### src/sv/number_theoretic_transform_assert.svh
// Assertion macros shared by the transform RTL.
`ifndef NUMBER_THEORETIC_TRANSFORM_ASSERT_SVH
`define NUMBER_THEORETIC_TRANSFORM_ASSERT_SVH

// Same-cycle implication, checked on every clock outside reset.
`define NTT_ASSERT_IMPL(lbl, ante, cons) \
    lbl: assert property (@(posedge i_clk) disable iff (!i_rst_n) (ante) |-> (cons)) \
        else $error("assertion failed");

// Next-cycle implication, checked on every clock outside reset.
`define NTT_ASSERT_NEXT(lbl, ante, cons) \
    lbl: assert property (@(posedge i_clk) disable iff (!i_rst_n) (ante) |=> (cons)) \
        else $error("assertion failed");

`endif

### src/sv/ntt_ram.sv
// Generic single-write, single-read RAM with registered read data.
module ntt_ram #(
    parameter int WIDTH = 31,
    parameter int DEPTH = 64,
    localparam int AW = $clog2(DEPTH)
) (
    input  logic             i_clk,
    input  logic             i_we,
    input  logic [AW-1:0]    i_waddr,
    input  logic [WIDTH-1:0] i_wdata,
    input  logic [AW-1:0]    i_raddr,
    output logic [WIDTH-1:0] o_rdata
);
    logic [WIDTH-1:0] r_mem [DEPTH];
    logic [WIDTH-1:0] r_rdata;

    always_ff @(posedge i_clk) begin
        if (i_we) begin
            r_mem[i_waddr] <= i_wdata;
        end
        r_rdata <= r_mem[i_raddr];
    end

    assign o_rdata = r_rdata;
endmodule

### config.mk
export PLATFORM = sky130hd
export DESIGN_NAME = ntt_ram
export DESIGN_NICKNAME = d
export VERILOG_FILES = /design/src/sv/number_theoretic_transform_assert.svh /design/src/sv/ntt_ram.sv
export SDC_FILE = /design/constraint.sdc
export NUM_CORES = 2
export LEC_CHECK = 0
export BUFFER_PORTS_ARGS = -buffer_cell sky130_fd_sc_hd__buf_2
export CAP_MARGIN = 20
export CORE_ASPECT_RATIO = 0.7
export CORE_MARGIN = 1
export CORE_UTILIZATION = 60
export DETAILED_ROUTE_END_ITERATION = 6
export GPL_ROUTABILITY_DRIVEN = 0
export MAX_ROUTING_LAYER = met4
export PLACE_DENSITY = 0.76
export SYNTH_ARGS = -nofsm -noshare
export SYNTH_HDL_FRONTEND = slang
export SYNTH_SLANG_ARGS = --single-unit
### constraint.sdc
create_clock -name i_clk -period 4.35 [get_ports i_clk]
set_input_delay 0.2175 -clock i_clk [delete_from_list [all_inputs] [get_ports i_clk]]
set_output_delay 0.2175 -clock i_clk [all_outputs]
set_load 0.05 [all_outputs]
==> impl_metrics.env <==
export IMPL_status="finished, final reports clean"
export IMPL_crit_type="input pin to flip-flop"
export IMPL_cts_buffer_depth=3
export IMPL_core_mm2=0.126
export IMPL_clock_latency_ns=0.81
export IMPL_syn2layout_area_growth_pct=12.1
export IMPL_grt_pass1_vias=36093
export IMPL_cp_required_ns=5.02
export IMPL_h_tree_depth=4
export IMPL_grt_overflow=0
export IMPL_crit_arrival_ns=3.42
export IMPL_vias_per_cell=6.95
export IMPL_die_area_mm2=0.129
export IMPL_worstMarginPinSlew_ns=1.16
export IMPL_p_per_area_mw_per_mm2=455
export IMPL_track_usage=0.306
export IMPL_rows=109
export IMPL_dpl_hpwl_mm=110
export IMPL_synth_seq_cells=2015
export IMPL_critPathMaxStageDelay_ns=0.70
export IMPL_vias=38003
export IMPL_hold_path_class="input pin to flip-flop"
export IMPL_initial_utilization=0.605
export IMPL_ir_worst_vdd_v=0.000460
export IMPL_endpoint_kind="flip-flop"
export IMPL_final_util=0.678
export IMPL_maxCapViolCount=0
export IMPL_path_cells="dlygate4sd3_1 -> buf_4 -> buf_4 -> buf_4 -> mux4_2 -> o22ai_1 -> nor3_1"
export IMPL_rsz0062_at_grt="no"
export IMPL_cp_top_family="buffers and inverters"
export IMPL_setup_viol_count_final=0
export IMPL_final_common_cell="edfxtp_1"
export IMPL_post_cts_setup_buffer_count=0
export IMPL_ant_nets=0
export IMPL_critPathSlowestCell="buf_4"
export IMPL_netlist_area_mm2=0.0763
export IMPL_cp_start_kind="input pin"
export IMPL_grt_pass1_wl_mm=267
export IMPL_clock_sinks=2015
export IMPL_cts_hold_buffers=7
export IMPL_portBuffers=75
export IMPL_critPathBufInv=4
export IMPL_ios=76
export IMPL_dieWidth_um=428
export IMPL_grt_max_degree=85
export IMPL_dr_pass1_iters=6
export IMPL_finalSetupTns_ns=0
export IMPL_cts_resized=0
export IMPL_preCtsSetupSlack_ns=1.30
export IMPL_cts_root_buf="clkbuf_16"
export IMPL_drc_errors=0
export IMPL_yosysWarnings=0
export IMPL_fin_skew_ns=0.0333
export IMPL_layout_drive_gt1_share=0.251
export IMPL_syn_nets=3463
export IMPL_ys_seq_area_frac=0.789
export IMPL_totalWireLength_mm=190
export IMPL_syn_area_per_cell_um2=22.3
export IMPL_clkSlewWorstSetupHoldPaths_ns=0.07
export IMPL_most_common_layout_cells="edfxtp_1, mux4_2, mux2i_1"
export IMPL_cts_made_buffers=169
export IMPL_drtIter0Drc=6157
export IMPL_path_max_fanout=60
export IMPL_hold_viol=0
export IMPL_die_h_um=300
export IMPL_fmax_ghz=0.363
export IMPL_slew_violations=0
export IMPL_syn_instance_count=3418
export IMPL_whs_path_depth=2
export IMPL_fin_crit_sh=0.634
export IMPL_wire_per_inst_um=34.8
export IMPL_fillCellCount=7445
export IMPL_p_leak_nw=27.4
export IMPL_antenna_found_initial=19
export IMPL_max_slew_margin_rel=0.223
export IMPL_reg2regPathDepth=4
export IMPL_yosysUniqueCellTypes=33
export IMPL_finalWorstSetupSlack_ns=1.59
export IMPL_fin_nets=3681
export IMPL_worst_path_stages=7
export IMPL_crit_path_frequent_cell="buf_4"
export IMPL_cts_tree="built"
export IMPL_finalCriticalPeriod_ns=2.76
==> sequential cells by signal, summed over array words and instances, names as in the netlist <==
signal	count
r_mem	1984
o_rdata	31
==> routing by layer <==
layer	GRT usage	share of wire
met1	0.454	0.39
met2	0.425	0.45
met4	0.0961	0.029
met5	-	0
met3	0.0713	0.13
==> cells in the mapped netlist, drive strengths merged <==
cell | number | share of area
a211oi | 3 | 0.00030
a21o | 26 | 0.0026
a21oi | 2 | 0.00013
a22oi | 104 | 0.010
a311oi | 2 | 0.00023
a31oi | 52 | 0.0043
and2 | 1 | 0.000082
and3 | 26 | 0.0021
buf | 116 | 0.0084
clkbuf | 79 | 0.0039
dfxtp | 31 | 0.0081
edfxtp | 1984 | 0.78
mux2 | 7 | 0.0010
mux2i | 295 | 0.039
mux4 | 403 | 0.12
nand2 | 10 | 0.00049
nand2b | 5 | 0.00041
nand3 | 6 | 0.00039
nand3b | 5 | 0.00049
nand4 | 2 | 0.00016
nand4b | 1 | 0.00011
nor2 | 77 | 0.0038
nor2b | 6 | 0.00049
nor3 | 7 | 0.00046
o21ai | 52 | 0.0034
o22ai | 85 | 0.0070
o31ai | 26 | 0.0026
or2 | 1 | 0.000082
or3 | 1 | 0.000082
or3b | 3 | 0.00034
==> worst paths after layout <==
check,start,endpoint,slack (ns)
setup / recovery,i_raddr[3],o_rdata[30],1.59
hold / removal,i_wdata[27],r_mem[63][27],0.09
setup reg to reg,r_mem[21][17],o_rdata[17],2.17
hold reg to reg,r_mem[58][30],o_rdata[30],0.82
==> worst register-to-register path, stage by stage, from the launching register on <==
cell	delay (ns)
edfxtp_1	0.36
mux4_2	0.53
mux2i_1	0.47
o21ai_0	0.42
and3_1	0.31
==> stage by stage <==
step | total power, W | cells | hold WS, ns | cell area [um2]
floorplan | 0.0231 | 3418 | 0.316 | 76300
global placement | 0.0240 | 5105 | 0.526 | 79600
detailed placement | 0.0241 | 5108 | 0.527 | 79700
CTS | 0.0390 | 5430 | 0.0386 | 85300
global route | 0.0398 | 5459 | 0.0838 | 85500
finish | 0.0389 | 5466 | 0.0881 | 85600
==> report_power, final <==
group / total [W] / switching [W] / internal [W] / leakage [nW]
Sequential: 0.0216 / 0.000135 / 0.0215 / 18.1
Clock: 0.0152 / 0.00682 / 0.00840 / 2.67
Combinational: 0.00208 / 0.00139 / 0.000697 / 6.59
==> final cells by class <==
type / instances / area (um2) / area share
diodes: 21 / 52.6 / 0.000614
clock buffers: 232 / 4690 / 0.0548
clock inverters: 83 / 798 / 0.00933
multi-input cells: 1208 / 15700 / 0.183
flip-flops and latches: 2015 / 60200 / 0.704
well taps: 1665 / 2080 / 0.0243
repair buffers: 242 / 2060 / 0.0241
==> logic make-up after synthesis <==
family	count (synthesis)	share of synthesized area
compound gates	352	0.0306
buf+inv	195	0.0122
flops	2015	0.789
mux	705	0.159
simple gates	151	0.00953
Power figures use the tool's default switching activity.
