==> src/sv/number_theoretic_transform_assert.svh <==
// Assertion macros shared by the transform RTL.
`ifndef NUMBER_THEORETIC_TRANSFORM_ASSERT_SVH
`define NUMBER_THEORETIC_TRANSFORM_ASSERT_SVH

// Same-cycle implication, checked on every clock outside reset.
`define NTT_ASSERT_IMPL(lbl, ante, cons) \
    lbl: assert property (@(posedge i_clk) disable iff (!i_rst_n) (ante) |-> (cons)) \
        else $error("assertion failed");

// Next-cycle implication, checked on every clock outside reset.
`define NTT_ASSERT_NEXT(lbl, ante, cons) \
    lbl: assert property (@(posedge i_clk) disable iff (!i_rst_n) (ante) |=> (cons)) \
        else $error("assertion failed");

`endif

==> src/sv/ntt_pkg.sv <==
// Types and constants shared by the transform modules.
package ntt_pkg;

    localparam int WORD_BITS = 31;
    localparam int MUL_CNT_W = 5;

    typedef logic [WORD_BITS-1:0] t_word;

    localparam t_word MOD_RESET = 31'd2013265921;
    localparam t_word GEN_RESET = 31'd31;
    localparam logic [2:0] LOG_RESET = 3'd6;

    typedef enum logic [1:0] {
        CFG_MODULUS   = 2'd0,
        CFG_GENERATOR = 2'd1,
        CFG_INVERSE   = 2'd2,
        CFG_LOG_SIZE  = 2'd3
    } t_cfg_idx;

    typedef enum logic [4:0] {
        S_IDLE,
        S_LOAD,
        S_RED_RD,
        S_RED_MUL,
        S_RED_WAIT,
        S_GEN_RED,
        S_POW_CHK,
        S_POW_MR,
        S_POW_SQ,
        S_SQ_CHK,
        S_SQ_WAIT,
        S_BF_RD,
        S_BF_MUL,
        S_BF_WAIT,
        S_BF_WRHI,
        S_BF_WW,
        S_N_RED,
        S_OUT_RD,
        S_OUT_GET,
        S_OUT_WAIT
    } t_state;

    typedef enum logic [1:0] {
        PH_ROOT,
        PH_INVROOT,
        PH_NINV
    } t_pow_ph;

    typedef struct packed {
        t_word coefficient;
    } t_coef_word;

    typedef struct packed {
        t_word value;
        logic  final_res;
    } t_res_word;

    typedef struct packed {
        logic  start;
        t_word a;
        t_word b;
        t_word m;
    } t_mul_req;

    typedef struct packed {
        logic  busy;
        logic  done;
        t_word result;
    } t_mul_rsp;

endpackage

==> src/sv/ntt_modmul.sv <==
// Bit-serial modular multiplier: (a * b) mod m, one bit of a per cycle, b below m.
module ntt_modmul (
    input  logic              i_clk,
    input  logic              i_rst_n,
    input  ntt_pkg::t_mul_req i_req,
    output ntt_pkg::t_mul_rsp o_rsp
);
    import ntt_pkg::*;

    logic                 r_busy, n_busy;
    logic                 r_done, n_done;
    logic [MUL_CNT_W-1:0] r_cnt, n_cnt;
    t_word                r_a, n_a;
    t_word                r_b, n_b;
    t_word                r_m, n_m;
    t_word                r_acc, n_acc;

    logic [WORD_BITS:0] dbl, red1, add, red2, m_ext;

    always_comb begin
        m_ext = {1'b0, r_m};
        dbl   = {r_acc, 1'b0};
        red1  = (dbl >= m_ext) ? dbl - m_ext : dbl;
        add   = red1 + (r_a[WORD_BITS-1] ? {1'b0, r_b} : '0);
        red2  = (add >= m_ext) ? add - m_ext : add;

        n_busy = r_busy;
        n_done = 1'b0;
        n_cnt  = r_cnt;
        n_a    = r_a;
        n_b    = r_b;
        n_m    = r_m;
        n_acc  = r_acc;
        if (i_req.start) begin
            n_busy = 1'b1;
            n_cnt  = MUL_CNT_W'(WORD_BITS - 1);
            n_a    = i_req.a;
            n_b    = i_req.b;
            n_m    = i_req.m;
            n_acc  = '0;
        end else if (r_busy) begin
            n_acc = red2[WORD_BITS-1:0];
            n_a   = {r_a[WORD_BITS-2:0], 1'b0};
            n_cnt = r_cnt - 1'b1;
            if (r_cnt == '0) begin
                n_busy = 1'b0;
                n_done = 1'b1;
            end
        end
    end

    always_ff @(posedge i_clk) begin
        if (!i_rst_n) begin
            r_busy <= 1'b0;
            r_done <= 1'b0;
            r_cnt  <= '0;
        end else begin
            r_busy <= n_busy;
            r_done <= n_done;
            r_cnt  <= n_cnt;
        end
    end

    always_ff @(posedge i_clk) begin
        r_a   <= n_a;
        r_b   <= n_b;
        r_m   <= n_m;
        r_acc <= n_acc;
    end

    assign o_rsp.busy   = r_busy;
    assign o_rsp.done   = r_done;
    assign o_rsp.result = r_acc;
endmodule

==> config.mk <==
export PLATFORM = sky130hd
export DESIGN_NAME = ntt_modmul
export DESIGN_NICKNAME = d
export VERILOG_FILES = /design/src/sv/number_theoretic_transform_assert.svh /design/src/sv/ntt_pkg.sv /design/src/sv/ntt_modmul.sv
export SDC_FILE = /design/constraint.sdc
export NUM_CORES = 1
export LEC_CHECK = 0
export BUFFER_PORTS_ARGS = -buffer_cell sky130_fd_sc_hd__buf_2
export CORE_MARGIN = 2
export CORE_UTILIZATION = 28
export DETAILED_ROUTE_END_ITERATION = 16
export SLEW_MARGIN = 30
export SYNTH_ARGS = -nofsm -noshare
export SYNTH_HDL_FRONTEND = slang
export SYNTH_SLANG_ARGS = --single-unit
==> constraint.sdc <==
create_clock -name i_clk -period 8.5 [get_ports i_clk]
set_input_delay 2.125 -clock i_clk [delete_from_list [all_inputs] [get_ports i_clk]]
set_output_delay 2.125 -clock i_clk [all_outputs]
set_load 0.05 [all_outputs]
==> flow_summary.ini, run 1 <==
[timing]
setup_viol = 0
skew_ns = 0.00984
fin_crit_ns = 7.83
fin_hold_ws_ns = 0.544
fmaxAchievable_mhz = 128
max_slew_margin_pct = 39.4
hold_viol = 0
worst-slew-pin-transition_ns = 0.910
rsz0062_at_grt = false
setup_tns_ns = 0
slew_viol_final = 0
final.setup.worst_slack_ns = 0.666
fin_crit_sh_pct = 92.2

[cts]
cts.htree.levels = 4
worstSkewPairLatency_ns = 0.43
clk_pin_slew_ns = 0.06
cts_hold_buf = 0
cts_tree = built
cts_num_sinks = 131
cts_buffers = 17
cts_buffer_depth = 2
cts_root_buf = clkbuf_16

[setup_path]
crit_buf_inv = 4
reg2reg_slack_ns = 0.67
r2r_start = r_m[15]$_DFFE_PP_
crit_top_cell = a21oi_1
critical-path-max-stage-delay_ns = 0.44
crit_slowest_cell = ha_1
required_ns = 8.81
worst-setup-path-type = reg2reg
path_max_fanout = 25
cpLargestDelayFamily = compound AO/OA/AOI/OAI gates
reg2reg_depth = 32
reg2reg_to = r_acc[8]$_SDFFE_PP0P_
critical_path.endpoint_type = flop
critPathArrivalTime_ns = 8.14
start_kind = flop

[drt]
drt_wl_total_mm = 32.5
vias = 9075
wl_per_cell_um = 18.7
antenna_left = 0
first_pass_iters = 5
drc = 0
drtIter0Drc = 604
viasPerCell = 5.22

[cells_and_area]
drive_above_1_share_pct = 18.7
nNetsFinal = 1450
fin_util_pct = 33.4
area_delta_synth_final_pct = 17.1
diodes = 0

[yosys]
yosys.area_share.simple_pct = 14.8
yosysWarnings = 0
synth_top_family_by_area = compound AO/OA/AOI/OAI gates
yosysSeqAreaShare_pct = 33.9
async_flop_share_pct = 0
synth_area_um2 = 10500
synth_edf_count = 93
syn_avg_cell_area_um2 = 9.23
synth-seq-cells = 131
synthFlopType = edfxtp_1
synth_cell_types = 72
synth_fp_nets = 1328
synthCells = 1134
yosys.area_share.adder_pct = 11.9
synthMuxAreaShare_pct = 4.70
synth_xor_area_share_pct = 6.69
synth_compound_area_share_pct = 23.6

[floorplan]
core-area_um2 = 36700
rows = 70
io_pins = 129
die_h_um = 197
die_w_um = 197
fp.dieArea_um2 = 39000
start_util_pct = 28.5

[job]
maxCapViolations = 0

[hold_path]
holdPathStages = 2
whs_endpoint = r_cnt[0]$_SDFFE_PP0P_
hp-class = reg2reg
min_from = r_cnt[0]$_SDFFE_PP0P_

[global_route]
grt.total_usage_pct = 16.5
grt_remaining_overflow = 0
grt_max_degree = 46
grt_first_pass_wirelength_mm = 49.4
grt_pass1_vias = 8761
grt_antenna_before_repair = 0

[placement]
io_buffers = 128
preCtsSetupSlack_ns = 0.449
gp_congestion = 0.940
dp_hpwl_mm = 25.0

[power_and_ir_drop]
p_per_area_nw_per_um2 = 416
p_leak_nw = 5.29
peakVddDrop_mv = 0.256

[status]
status = completed
-- cells in the final DEF (no fill, tap or decap), drive strengths merged, types with 4 or more instances in the layout --
master / n
or3: 4
o21ai: 49
edfxtp: 93
ha: 95
and3: 14
xor2: 30
nor4: 6
and2: 40
a21oi: 102
nand3: 20
buf: 146
dfxtp: 38
a221o: 5
a211o: 5
o2111ai: 5
a211oi: 14
xnor2: 50
nor2: 98
nor3: 21
o311ai: 14
a2111oi: 8
o211ai: 17
nor2b: 5
nand4: 17
o31ai: 14
inv: 72
a311oi: 19
nand2b: 17
clkbuf: 19
o21bai: 16
mux2: 41
nand2: 67
a21o: 34
o21a: 14
a31oi: 11
a311o: 5
-- metrics by stage --
| step | power (mW) | std cells | cell area, µm² |
|---|---|---|---|
| 6_report | 5.10 | 1737 | 12300 |
| 5_1_grt | 5.46 | 1737 | 12300 |
| 4_1_cts | 5.07 | 1735 | 12200 |
| 3_5_place_dp | 4.27 | 1703 | 11600 |
| 3_3_place_gp | 4.25 | 1703 | 11600 |
| 2_1_floorplan | 3.43 | 1134 | 10500 |
-- Yosys cell counts (all sizes together), types with 20 or more instances --
cell,number,area [µm²]
nor2,98,368
nand3,20,100
and2,40,250
a21o,34,255
clkbuf,24,90.1
dfxtp,38,761
inv,67,251
a21oi,102,514
mux2,41,462
o21ai,49,245
ha,95,1190
xnor2,50,438
nand2,67,251
nor3,21,110
edfxtp,93,2790
xor2,30,263
-- routing by layer --
metal	part of all wire, %	global-route usage [%]	vias to the layer above
li1	-	-	4502
met3	5.6	2.85	51
met1	43	21.0	4248
met2	48	27.7	274
met5	0	0	-
met4	2.9	6.71	0
-- power by group --
| part | switching, mW | internal (mW) |
|---|---|---|
| combinational | 2.14 | 1.32 |
| sequential | 0.0818 | 0.779 |
| clock | 0.316 | 0.467 |
-- cells by family (layout without fill, tap and decap cells) --
group           count (synthesis)  count (layout)
mux                            44              44
buf+inv                       110             245
fa+ha+maj                      98              98
compound gates                354             354
simple gates                  317             317
flops                         131             131
xor+xnor                       80              80
-- registers in the layout (all words and copies together) (netlist names) --
signal,flops
r_a,31
r_acc,31
r_b,31
r_busy,1
r_cnt,5
r_done,1
r_m,31
-- worst reg2reg max path: cells and delay by family (launching register included) --
family                   cells  cell delay, ns
AO/OA/AOI/OAI               16            4.01
XOR/XNOR                     1            0.11
buffers and inverters        4            0.82
flip-flops                   1            0.35
adder cells (fa/ha/maj)      3            1.13
AND/OR/NAND/NOR              8            1.32
-- layout make-up --
class	count	area [µm²]
Clock buffer	19	433
Clock inverter	13	174
Fill cell	3791	24400
Inverter	67	251
Multi-Input combinational cell	893	6480
Sequential cell	131	3550
Tap cell	468	586
Timing Repair Buffer	146	778
-- repair_timing --
action,4_1_cts,5_1_grt
gates resized for setup,0,3
endpoints found under the setup margin,0,30
buffers inserted,0,2
hold endpoints to repair,0,0
-- worst max-delay path by stage --
stage | startpoint | end | slack [ns] | depth (start not counted)
CTS | r_m[0]$_DFFE_PP_ | r_acc[8]$_SDFFE_PP0P_ | 0.38 | 27
floorplan | r_acc[8]$_SDFFE_PP0P_ | r_acc[27]$_SDFFE_PP0P_ | 1.43 | 30
detailed placement | r_m[0]$_DFFE_PP_ | r_acc[14]$_SDFFE_PP0P_ | 0.45 | 27
global placement | r_m[0]$_DFFE_PP_ | r_acc[14]$_SDFFE_PP0P_ | 0.76 | 30
finish | r_m[15]$_DFFE_PP_ | r_acc[8]$_SDFFE_PP0P_ | 0.67 | 32
global route | r_m[15]$_DFFE_PP_ | r_acc[15]$_SDFFE_PP0P_ | 0.02 | 31
Power figures use the tool's default switching activity.
==> run 2: changes to the inputs <==
--- a/config.mk
+++ b/config.mk
@@ -6,10 +6,9 @@
 export NUM_CORES = 1
 export LEC_CHECK = 0
 export BUFFER_PORTS_ARGS = -buffer_cell sky130_fd_sc_hd__buf_2
-export CORE_MARGIN = 2
 export CORE_UTILIZATION = 28
 export DETAILED_ROUTE_END_ITERATION = 16
-export SLEW_MARGIN = 30
+export SLEW_MARGIN = 20
 export SYNTH_ARGS = -nofsm -noshare
 export SYNTH_HDL_FRONTEND = slang
 export SYNTH_SLANG_ARGS = --single-unit
==> run 2 against run 1 <==
Effect of this change: non-clock buffer count fell by 2; largest power group unchanged; setup slack improved by 0.089 ns; sequential share of layout area barely moved; worst hold slack improved by 0.00075 ns; core utilization barely moved; fmax rose by 1.1%.
==> flow_summary.ini, run 2 (same netlist as run 1, synthesis figures left out) <==
[power_and_ir_drop]
swShare_pct = 50.0
p_per_area_nw_per_um2 = 417
combPwrFrac_pct = 67.8
intPower_mw = 2.56
pwr-share-seq_pct = 16.9
p_leak_nw = 5.27
power.share.clock_pct = 15.3
peakVddDrop_mv = 0.218
p_sw_mw = 2.56

[cts]
cts.htree.levels = 4
cts_hold_buf = 0
clk_pin_slew_ns = 0.06
cts_buffers = 17
cts_num_sinks = 131
worstSkewPairLatency_ns = 0.45
cts_root_buf = clkbuf_16
cts_buffer_depth = 2
cts_tree = built

[setup_path]
required_ns = 8.82
crit_end = r_acc[8]$_SDFFE_PP0P_
startpoint = r_m[0]$_DFFE_PP_
reg2reg_slack_ns = 0.76
worst-setup-path-type = reg2reg
crit_slowest_cell = a2111oi_1
critical-path-max-stage-delay_ns = 0.55
crit_top_cell = buf_4
reg2reg_to = r_acc[8]$_SDFFE_PP0P_
reg2reg_depth = 28
critPathArrivalTime_ns = 8.07
start_kind = flop
critical_path.endpoint_type = flop
r2r_start = r_m[0]$_DFFE_PP_
path_max_fanout = 25

[cells_and_area]
final_cells = 1735
mostFrequentLayoutCells = buf_2 (127), a21oi_1 (100), nor2_1 (97)
area_delta_synth_final_pct = 17.0
drive_above_1_share_pct = 18.8
diodes = 0
nNetsFinal = 1448
layout_commonest_cell = buf_2
fin_util_pct = 33.4
fillers = 3800

[status]
status = completed

[timing]
slew_viol_final = 0
skew_ns = 0.0166
fmaxAchievable_mhz = 129
hold_viol = 0
worst-slew-pin-transition_ns = 0.982
setup_viol = 0
setup_tns_ns = 0
fin_crit_sh_pct = 91.1
fin_crit_ns = 7.74
max_slew_margin_pct = 34.4

[job]
maxCapViolations = 0

[placement]
dp_hpwl_mm = 25.0
gp_congestion = 0.918
io_buffers = 128
dp_cells = 1700

[drt]
antenna_left = 0
drt_wl_total_mm = 32.8
wl_per_cell_um = 18.9
first_pass_iters = 5
drtIter0Drc = 632
viasPerCell = 5.24
drc = 0
vias = 9089

[global_route]
grt_pass1_vias = 8817
grt_antenna_before_repair = 0
grt_max_degree = 66
grt.total_usage_pct = 17.3
grt_remaining_overflow = 0
grt_first_pass_wirelength_mm = 50.2

[floorplan]
io_pins = 129
start_util_pct = 28.5
die_h_um = 195
die_w_um = 195
core-area_um2 = 36700
rows = 70
fp.dieArea_um2 = 38200

[hold_path]
min_from = r_a[28]$_DFFE_PP_
hp-class = reg2reg
==> run 2: cell count changes in the layout (fill, tap and decap cells not counted), sizes merged <==
cell      previous run  this run
buf                146       144
clkinv               2         3
clkbuf              19        18
clkinvlp             3         5
inv                 72        70
==> run 2: area by class of cell <==
type / count / area [µm²] / area share (%)
multi-input combinational: 893 / 6490 / 52.9
clock buffer: 18 / 429 / 3.50
tap: 468 / 586 / 4.78
inverter: 67 / 251 / 2.05
timing repair buffer: 144 / 771 / 6.29
clock inverter: 14 / 179 / 1.46
sequential: 131 / 3550 / 29.0
==> run 2: through the flow <==
step / area [µm²] / setup WS (ns) / hold WS, ns / power (mW)
floorplan: 10500 / 1.43 / 0.514 / 3.43
global placement: 11600 / 0.715 / 0.528 / 4.27
detailed placement: 11600 / 0.459 / 0.537 / 4.28
CTS: 12200 / 0.466 / 0.550 / 5.09
global route: 12300 / -0.0389 / 0.562 / 5.51
finish: 12300 / 0.755 / 0.545 / 5.12
==> run 2: worst min-delay path by stage <==
| stage | to | slack (ns) | cells after the start |
|---|---|---|---|
| 4_1_cts | r_a[29]$_DFFE_PP_ | 0.55 | 1 |
| 3_5_place_dp | r_a[29]$_DFFE_PP_ | 0.54 | 1 |
| 2_1_floorplan | r_cnt[0]$_SDFFE_PP0P_ | 0.51 | 2 |
| 5_1_grt | r_a[15]$_DFFE_PP_ | 0.56 | 1 |
| 6_report | r_a[29]$_DFFE_PP_ | 0.55 | 1 |
| 3_3_place_gp | r_a[24]$_DFFE_PP_ | 0.53 | 1 |
==> run 2: per-layer routing <==
metal | vias up | share of wire [%] | GRT usage (%)
met2 | 243 | 47 | 27.9
met4 | 0 | 3.6 | 8.84
li1 | 4495 | - | -
met1 | 4298 | 45 | 21.8
met3 | 53 | 4.6 | 3.44
met5 | - | 0 | 0
==> run 2: worst max-delay path, delay by kind of cell (launching register included) <==
family	cells	cell delay, ns
flip-flops	1	0.37
adder cells (fa/ha/maj)	3	1.28
multiplexers	1	0.30
buffers and inverters	4	0.83
AO/OA/AOI/OAI	13	3.57
XOR/XNOR	1	0.10
AND/OR/NAND/NOR	6	1.17
==> run 2: power by group through the flow <==
stage                     Clock [mW]  Sequential [mW]  Combinational, mW
after detailed placement           0            0.882               3.39
after CTS                      0.809            0.869               3.42
after global routing           0.826            0.874               3.81
final                          0.785            0.863               3.47
after global placement             0            0.880               3.38
after floorplan                    0            0.983               2.45
==> run 2: what timing repair did <==
| action | CTS | global route |
|---|---|---|
| resized for setup | 0 | 5 |
| setup buffers | 0 | 2 |
| setup endpoints to repair | 0 | 31 |
| hold endpoints to repair | 0 | 0 |
